$ cat config.mk
export PLATFORM = sky130hd
export DESIGN_NAME = wkf_kernel
export DESIGN_NICKNAME = d
export VERILOG_FILES = /design/src/sv/wkf_pkg.sv /design/src/sv/wkf_kernel.sv
export SDC_FILE = /design/constraint.sdc
export NUM_CORES = 2
export LEC_CHECK = 0
export BUFFER_PORTS_ARGS = -buffer_cell sky130_fd_sc_hd__buf_2
export CAP_MARGIN = 5
export CORE_MARGIN = 5
export CORE_UTILIZATION = 65
export DETAILED_ROUTE_END_ITERATION = 8
export MAX_ROUTING_LAYER = met4
export PLACE_DENSITY = 0.84
export SYNTH_ARGS = -nofsm -noshare
export SYNTH_HDL_FRONTEND = slang
export SYNTH_SLANG_ARGS = --single-unit
$ cat constraint.sdc
create_clock -name clock -period 13.81 [get_ports clock]
set_clock_uncertainty 0.05 [all_clocks]
set_input_delay 2.762 -clock clock [delete_from_list [all_inputs] [get_ports clock]]
set_output_delay 2.762 -clock clock [all_outputs]
set_load 0.01 [all_outputs]
$ cat src/sv/wkf_pkg.sv
// Shared types, constants and helpers for the window kernel image filter.
// Used by wkf_kernel and window_kernel_image_filter_top; depends on nothing.
`default_nettype none
package wkf_pkg;

   localparam int MAX_WIDTH  = 1024;
   localparam int COL_W      = $clog2(MAX_WIDTH);
   localparam int ROWS_HELD  = 4;
   localparam int PIX_W      = 16;
   localparam int LINE_W     = ROWS_HELD * PIX_W;
   localparam int ADDR_W     = 4;

   localparam logic [10:0] WIDTH_MAX  = 11'(MAX_WIDTH);
   localparam logic [10:0] WIDTH_MIN  = 11'd5;
   localparam logic [15:0] HEIGHT_MIN = 16'd5;

   typedef logic [PIX_W-1:0]           pix_type;
   typedef logic [COL_W-1:0]           col_type;
   typedef logic [4:0][4:0][PIX_W-1:0] win_type;   // [column][row]

   typedef struct packed {
      logic emit;
      logic last;
      logic pass;
   } ctl_type;

   localparam logic [3:0] MODE_MEAN      = 4'd0;
   localparam logic [3:0] MODE_MEDIAN    = 4'd1;
   localparam logic [3:0] MODE_GAUSS     = 4'd2;
   localparam logic [3:0] MODE_ROBERTS   = 4'd3;
   localparam logic [3:0] MODE_PREWITT   = 4'd4;
   localparam logic [3:0] MODE_SOBEL     = 4'd5;
   localparam logic [3:0] MODE_LAPLACIAN = 4'd6;
   localparam logic [3:0] MODE_LOG       = 4'd7;
   localparam logic [3:0] MODE_IMPROVED  = 4'd8;

   localparam logic [1:0] REG_MODE   = 2'd0;
   localparam logic [1:0] REG_WIDTH  = 2'd1;
   localparam logic [1:0] REG_HEIGHT = 2'd2;

   // floor(n/9) == (n*MEAN_RECIP) >> MEAN_SHIFT for every 20-bit n in use
   localparam logic [19:0] MEAN_RECIP = 20'd932068;
   localparam int          MEAN_SHIFT = 23;
   localparam logic [10:0] IMP_GAIN   = 11'd1843;

   function automatic logic signed [23:0] ext24(input pix_type v);
      return $signed({8'd0, v});
   endfunction

endpackage
`default_nettype wire

$ cat src/sv/wkf_kernel.sv
// Arithmetic pipeline of the filter: three stages from a 5x5 window to a result.
// Depends on wkf_pkg; the last stage is the result register.
`default_nettype none
module wkf_kernel (
   input  logic             clock,
   input  logic             reset,
   input  logic             en,
   input  logic             in_valid,
   input  wkf_pkg::ctl_type in_ctl,
   input  wkf_pkg::win_type win,
   input  logic [3:0]       mode,
   output logic             out_valid,
   output logic signed [15:0] out_pixel,
   output logic             out_last
);
   import wkf_pkg::*;

   function automatic pix_type min16(input pix_type a, input pix_type b);
      return (a < b) ? a : b;
   endfunction

   function automatic pix_type max16(input pix_type a, input pix_type b);
      return (a > b) ? a : b;
   endfunction

   function automatic pix_type med3(input pix_type a, input pix_type b, input pix_type c);
      return max16(min16(a, b), min16(max16(a, b), c));
   endfunction

   // stage 1
   pix_type t_mm, t_m0, t_mp, t_0m, t_00, t_0p, t_pm, t_p0, t_pp;
   pix_type t_n2, t_s2, t_w2, t_e2;
   logic [19:0] sum9, gsum, gsum_r;
   logic signed [23:0] rb_a, rb_b, px, py, sx, sy, lap, lg;
   logic [17:0] rb_a_abs, rb_b_abs;

   logic        v1_ff;
   ctl_type     ctl1_ff;
   pix_type     p1_ff, gauss1_ff;
   logic [19:0] mean_n1_ff;
   logic [16:0] rob1_ff;
   logic signed [18:0] prx1_ff, pry1_ff, sbx1_ff, sby1_ff;
   logic signed [21:0] lap1_ff;
   logic signed [20:0] log1_ff;
   pix_type     r_mn1_ff [3], r_md1_ff [3], r_mx1_ff [3];

   always_comb begin
      t_mm = win[1][1]; t_m0 = win[2][1]; t_mp = win[3][1];
      t_0m = win[1][2]; t_00 = win[2][2]; t_0p = win[3][2];
      t_pm = win[1][3]; t_p0 = win[2][3]; t_pp = win[3][3];
      t_n2 = win[2][0]; t_s2 = win[2][4]; t_w2 = win[0][2]; t_e2 = win[4][2];
      sum9 = 20'(t_mm) + 20'(t_m0) + 20'(t_mp) + 20'(t_0m) + 20'(t_00)
           + 20'(t_0p) + 20'(t_pm) + 20'(t_p0) + 20'(t_pp);
      gsum = 20'(t_mm) + 20'(t_mp) + 20'(t_pm) + 20'(t_pp)
           + ((20'(t_m0) + 20'(t_p0) + 20'(t_0m) + 20'(t_0p)) << 1)
           + (20'(t_00) << 2);
      gsum_r = gsum + 20'd8;
      rb_a = ext24(t_pp) - ext24(t_00);
      rb_b = ext24(t_0p) - ext24(t_p0);
      rb_a_abs = rb_a[23] ? 18'(-rb_a) : 18'(rb_a);
      rb_b_abs = rb_b[23] ? 18'(-rb_b) : 18'(rb_b);
      px = ext24(t_mm) + ext24(t_m0) + ext24(t_mp)
         - ext24(t_pm) - ext24(t_p0) - ext24(t_pp);
      py = ext24(t_mm) + ext24(t_0m) + ext24(t_pm)
         - ext24(t_mp) - ext24(t_0p) - ext24(t_pp);
      sx = ext24(t_mm) + (ext24(t_m0) <<< 1) + ext24(t_mp)
         - ext24(t_pm) - (ext24(t_p0) <<< 1) - ext24(t_pp);
      sy = ext24(t_mm) + (ext24(t_0m) <<< 1) + ext24(t_pm)
         - ext24(t_mp) - (ext24(t_0p) <<< 1) - ext24(t_pp);
      lap = ext24(t_mm) + ext24(t_mp) + ext24(t_pm) + ext24(t_pp)
          + ((ext24(t_m0) + ext24(t_p0) + ext24(t_0m) + ext24(t_0p)) <<< 2)
          - ext24(t_00) * 24'sd20;
      lg = (ext24(t_00) <<< 4) - ext24(t_n2) - ext24(t_s2) - ext24(t_w2) - ext24(t_e2)
         - ext24(t_mm) - ext24(t_mp) - ext24(t_pm) - ext24(t_pp)
         - ((ext24(t_m0) + ext24(t_p0) + ext24(t_0m) + ext24(t_0p)) <<< 1);
   end

   always_ff @(posedge clock) begin
      if (reset) begin
         v1_ff <= 1'b0;
      end else if (en) begin
         v1_ff <= in_valid;
      end
      if (en) begin
         ctl1_ff    <= in_ctl;
         p1_ff      <= t_00;
         mean_n1_ff <= sum9 + 20'd4;
         gauss1_ff  <= gsum_r[19:4];
         rob1_ff    <= 17'(rb_a_abs) + 17'(rb_b_abs);
         prx1_ff    <= 19'(px);
         pry1_ff    <= 19'(py);
         sbx1_ff    <= 19'(sx);
         sby1_ff    <= 19'(sy);
         lap1_ff    <= 22'(lap);
         log1_ff    <= 21'(lg);
         r_mn1_ff[0] <= min16(min16(t_mm, t_m0), t_mp);
         r_md1_ff[0] <= med3(t_mm, t_m0, t_mp);
         r_mx1_ff[0] <= max16(max16(t_mm, t_m0), t_mp);
         r_mn1_ff[1] <= min16(min16(t_0m, t_00), t_0p);
         r_md1_ff[1] <= med3(t_0m, t_00, t_0p);
         r_mx1_ff[1] <= max16(max16(t_0m, t_00), t_0p);
         r_mn1_ff[2] <= min16(min16(t_pm, t_p0), t_pp);
         r_md1_ff[2] <= med3(t_pm, t_p0, t_pp);
         r_mx1_ff[2] <= max16(max16(t_pm, t_p0), t_pp);
      end
   end

   // stage 2
   logic        v2_ff;
   ctl_type     ctl2_ff;
   pix_type     p2_ff, gauss2_ff, lo2_ff, mid2_ff, hi2_ff;
   logic [39:0] mean_prod2_ff;
   logic [16:0] rob2_ff;
   logic [18:0] prew2_ff, sob2_ff;
   logic [20:0] lap_abs2_ff;
   logic [19:0] log_abs2_ff;
   logic signed [21:0] lap2_ff;
   logic [26:0] imp_prod2_ff;
   logic [17:0] prx_a, pry_a, sbx_a, sby_a;

   always_comb begin
      prx_a = prx1_ff[18] ? 18'(-prx1_ff) : 18'(prx1_ff);
      pry_a = pry1_ff[18] ? 18'(-pry1_ff) : 18'(pry1_ff);
      sbx_a = sbx1_ff[18] ? 18'(-sbx1_ff) : 18'(sbx1_ff);
      sby_a = sby1_ff[18] ? 18'(-sby1_ff) : 18'(sby1_ff);
   end

   always_ff @(posedge clock) begin
      if (reset) begin
         v2_ff <= 1'b0;
      end else if (en) begin
         v2_ff <= v1_ff;
      end
      if (en) begin
         ctl2_ff       <= ctl1_ff;
         p2_ff         <= p1_ff;
         gauss2_ff     <= gauss1_ff;
         rob2_ff       <= rob1_ff;
         mean_prod2_ff <= 40'(mean_n1_ff) * 40'(MEAN_RECIP);
         prew2_ff      <= 19'(prx_a) + 19'(pry_a);
         sob2_ff       <= 19'(sbx_a) + 19'(sby_a);
         lap_abs2_ff   <= lap1_ff[21] ? 21'(-lap1_ff) : 21'(lap1_ff);
         log_abs2_ff   <= log1_ff[20] ? 20'(-log1_ff) : 20'(log1_ff);
         lap2_ff       <= lap1_ff;
         imp_prod2_ff  <= 27'(p1_ff) * 27'(IMP_GAIN);
         lo2_ff  <= max16(max16(r_mn1_ff[0], r_mn1_ff[1]), r_mn1_ff[2]);
         mid2_ff <= med3(r_md1_ff[0], r_md1_ff[1], r_md1_ff[2]);
         hi2_ff  <= min16(min16(r_mx1_ff[0], r_mx1_ff[1]), r_mx1_ff[2]);
      end
   end

   // stage 3: select, round, saturate
   logic signed [32:0] imp_num;
   logic signed [23:0] sel;
   logic signed [15:0] sat;
   logic [16:0]        mean_q;

   always_comb begin
      imp_num = $signed({6'd0, imp_prod2_ff})
              - ($signed({{11{lap2_ff[21]}}, lap2_ff}) <<< 10) + 33'sd512;
      mean_q  = mean_prod2_ff[MEAN_SHIFT +: 17];
      case (mode)
         MODE_MEAN:      sel = $signed({7'd0, mean_q});
         MODE_MEDIAN:    sel = ext24(med3(lo2_ff, mid2_ff, hi2_ff));
         MODE_GAUSS:     sel = ext24(gauss2_ff);
         MODE_ROBERTS:   sel = $signed({7'd0, rob2_ff});
         MODE_PREWITT:   sel = $signed({5'd0, prew2_ff});
         MODE_SOBEL:     sel = $signed({5'd0, sob2_ff});
         MODE_LAPLACIAN: sel = $signed({3'd0, lap_abs2_ff});
         MODE_LOG:       sel = $signed({4'd0, log_abs2_ff});
         MODE_IMPROVED:  sel = $signed({imp_num[32], imp_num[32:10]});
         default:        sel = ext24(p2_ff);
      endcase
      if (ctl2_ff.pass) begin
         sel = ext24(p2_ff);
      end
      if (sel > 24'sd32767) begin
         sat = 16'sh7fff;
      end else if (sel < -24'sd32768) begin
         sat = -16'sh8000;
      end else begin
         sat = sel[15:0];
      end
   end

   always_ff @(posedge clock) begin
      if (reset) begin
         out_valid <= 1'b0;
      end else if (en) begin
         out_valid <= v2_ff;
      end
      if (en) begin
         out_pixel <= sat;
         out_last  <= ctl2_ff.last;
      end
   end

endmodule
`default_nettype wire

==> flow_summary_export.csv <==
group,metric,value,unit
run_status,status,"complete, no violations",
detailed_routing,drt_iter0_drc,6681,
final_layout,area_growth,7.719,%
synthesis,synth_seq_cells,596,
timing,worstMarginPinSlew,1.214,ns
timing,hold_viol_final,0,
hold_path,min_to,"gauss2_ff[7]",
detailed_routing,viasPerCell,6.297,
placed_design,routabilityCongestion,1.081,
timing,slew_viol_final,0,
placed_design,post-dp-hpwl,194200,um
synthesis,yosys.area_share.simple,0.07691,
final_layout,mostFrequentLayoutCells,"1248 x inv_1, 955 x ha_1, 777 x fa_1",
floorplanning,std_cell_rows,121,
hold_path,whs_path_depth,0,
floorplanning,dieArea,0.1155,mm^2
critical_path,cpMaxStageDelayCell,"o31ai_4",
clock_network,post_cts_buffers,0,
detailed_routing,num_vias,53360,
critical_path,critPathLaunch,"win[203]",
clock_network,clkTransAtPathRegs,0.06,ns
synthesis,synthXorXnorAreaFrac,0.04690,
detailed_routing,route.detailed.drc,0,
timing,fin_tns_setup,0,ns
synthesis,yosysWarningCount,0,
timing,rsz0062_at_grt,"no",
final_layout,drive_above_1_share,0.08371,
floorplanning,core_area,0.1084,mm^2
clock_network,cts.path.max_buffers,3,
critical_path,path_max_fanout,19,
synthesis,synth_nets,8825,
detailed_routing,routed_wl,230000,um
global_routing,grt_usage,0.4071,
synthesis,synth-edff-count,593,
global_routing,grt_start_max_net_pins,158,
timing,max_freq,0.09059,GHz
flow_run,maxCapViolations,0,
critical_path,max_stage_delay,0.93,ns
critical_path,start_kind,"primary input",
clock_network,insertion_delay,0.63,ns
floorplanning,die_y,339.8,um
synthesis,ys_seq_area_frac,0.2527,
global_routing,grt_pass1_wl,335000,um
synthesis,synthAdderAreaFrac,0.3890,
critical_path,path_class,"primary input to flop",
detailed_routing,dr.pass1.iters,9,
synthesis,syn_avg_cell_area,10.58,um^2
synthesis,synth_top_family_by_area,"adder cells",
floorplanning,initial_core_util,0.6522,
clock_network,h-tree-depth,3,
clock_network,cts_hold_buf,0,
floorplanning,io_pins,429,
timing,period_share,0.7993,
critical_path,regToRegSetupSlack,4.34,ns
final_layout,final_common_cell,"inv_1",
synthesis,async_flop_share,0,
critical_path,r2r-end,"out_pixel[2]",
clock_network,cts_tree,"done",
detailed_routing,wl_per_cell,27.14,um
critical_path,rr_startpoint,"lo2_ff[13]",
clock_network,root_buffer,"clkbuf_16",
clock_network,numClockSinks,596,
global_routing,overflow,0,
critical_path,cp-end-kind,"flop",
global_routing,grt_antenna_before_repair,62,
critical_path,r2r_cells,28,
synthesis,synth_compound_area_frac,0.1090,
final_layout,final_nets,9094,
hold_path,hp-class,"flop to flop",
critical_path,required,14.06,ns
timing,period_needed,11.04,ns
floorplanning,die_w,339.8,um
critical_path,arrival,11.29,ns
global_routing,grt_pass1_vias,53100,
synthesis,ys_types,108,
detailed_routing,detail-route-antenna-nets,0,
placed_design,numPortBuffers,235,
clock_network,cts-buffers-inserted,68,
synthesis,ys.flop_type,"edfxtp_1",
synthesis,synthCells,6682,
synthesis,syn_area,0.07070,mm^2
synthesis,synthMuxAreaShare,0.05433,
timing,slew_headroom,0.1848,
timing,setup_viol,0,
clock_network,cts_resized,0,
hold_path,holdCritStartpoint,"gauss1_ff[7]",
[critical path, delay by kind of cell]
family	cells	cell delay [ns]
adders and majority gates	3	0.96
buffers and inverters	5	1.52
AOI/OAI and AO/OA	19	4.23
and+or+nand+nor	10	1.11
muxes	2	0.65
[how the worst max path moves through the flow]
stage | to | cells past startpoint
floorplan | log1_ff[19] | 30
global placement | log1_ff[19] | 28
detailed placement | log1_ff[19] | 28
CTS | log1_ff[19] | 28
global route | r_md1_ff[0][26] | 39
finish | r_md1_ff[0][27] | 39
[per-stage QoR]
step	util	area, um^2	hold WS [ns]	cells	setup WS, ns
floorplan	-	70700	0.3503	6682	3.578
global placement	0.6803	73750	0.3521	8295	2.490
detailed placement	0.6803	73750	0.3545	8295	2.438
CTS	0.7012	76010	0.3680	8414	3.059
global route	0.7023	76130	0.3752	8462	2.479
finish	0.7026	76160	0.3659	8474	2.771
[cells in the mapped netlist, types with 12 or more instances]
| cell | number | area share |
|---|---|---|
| a21oi_1 | 270 | 0.019 |
| o21ai_1 | 46 | 0.0033 |
| nand3_1 | 75 | 0.0053 |
| o31ai_1 | 39 | 0.0041 |
| o21ai_2 | 13 | 0.0016 |
| or4_1 | 25 | 0.0027 |
| or3_1 | 28 | 0.0025 |
| mux2i_1 | 220 | 0.031 |
| xor2_1 | 99 | 0.012 |
| a211oi_1 | 18 | 0.0019 |
| nor4_1 | 13 | 0.0012 |
| nor2b_1 | 83 | 0.0073 |
| edfxtp_1 | 593 | 0.25 |
| a21boi_0 | 17 | 0.0018 |
| clkbuf_1 | 61 | 0.0032 |
| or2_2 | 18 | 0.0016 |
| o21a_1 | 68 | 0.0072 |
| mux2_1 | 16 | 0.0025 |
| a22oi_1 | 14 | 0.0015 |
| fa_1 | 777 | 0.22 |
| nand2b_1 | 61 | 0.0054 |
| nor3_1 | 80 | 0.0057 |
| a31oi_1 | 38 | 0.0034 |
| inv_1 | 1248 | 0.066 |
| nand2_1 | 309 | 0.016 |
| o41ai_1 | 19 | 0.0024 |
| ha_1 | 955 | 0.17 |
| nand4_1 | 59 | 0.0052 |
| nor2_1 | 281 | 0.015 |
| o21bai_1 | 29 | 0.0031 |
| o21ai_0 | 303 | 0.021 |
| mux2_2 | 127 | 0.020 |
| a21o_1 | 124 | 0.013 |
| xnor2_1 | 277 | 0.034 |
| a221oi_1 | 15 | 0.0019 |
| o211ai_1 | 12 | 0.0013 |
| and3_1 | 25 | 0.0022 |
| a222oi_1 | 13 | 0.0018 |
[area by class of cell]
type                            instances  area, um^2
Antenna cell                           60       150.1
Clock buffer                           80        1810
Clock inverter                         39       450.4
Fill cell                            7890       32240
Inverter                             1248        4684
Multi-Input combinational cell       4759       47910
Sequential cell                       596       17870
Tap cell                             1414        1769
Timing Repair Buffer                  278        1521
[registers in the layout, indices dropped and copies added, names as in the netlist, 17 cells and up]
register / flops
mean_prod2_ff: 17
prx1_ff: 19
sbx1_ff: 19
lap_abs2_ff: 21
rob2_ff: 17
lap2_ff: 21
r_mn1_ff: 48
pry1_ff: 19
sby1_ff: 19
r_mx1_ff: 48
log1_ff: 21
sob2_ff: 19
r_md1_ff: 48
imp_prod2_ff: 26
mean_n1_ff: 20
prew2_ff: 19
rob1_ff: 17
log_abs2_ff: 20
lap1_ff: 22
[cells by family (layout without fill, tap and decap cells)]
| kind of cell | Yosys count | count (layout) |
|---|---|---|
| AO/OA/AOI/OAI | 1173 | 1173 |
| AND/OR/NAND/NOR | 1112 | 1112 |
| buffers and inverters | 1327 | 1645 |
| XOR/XNOR | 377 | 377 |
| adder cells (fa/ha/maj) | 1732 | 1732 |
| flip-flops | 596 | 596 |
| multiplexers | 365 | 365 |
| other | 0 | 60 |
[routing by layer]
| layer | global-route usage | up-vias | wire length [um] |
|---|---|---|---|
| li1 | - | 23530 | - |
| met2 | 0.5864 | 3255 | 97830 |
| met3 | 0.1260 | 762 | 30180 |
| met5 | - | - | 0 |
| met4 | 0.2417 | 0 | 18290 |
| met1 | 0.5077 | 25810 | 83690 |
Power is not shown: default switching activity piles up to over one toggle a cycle in this logic, so the estimate is an artifact.
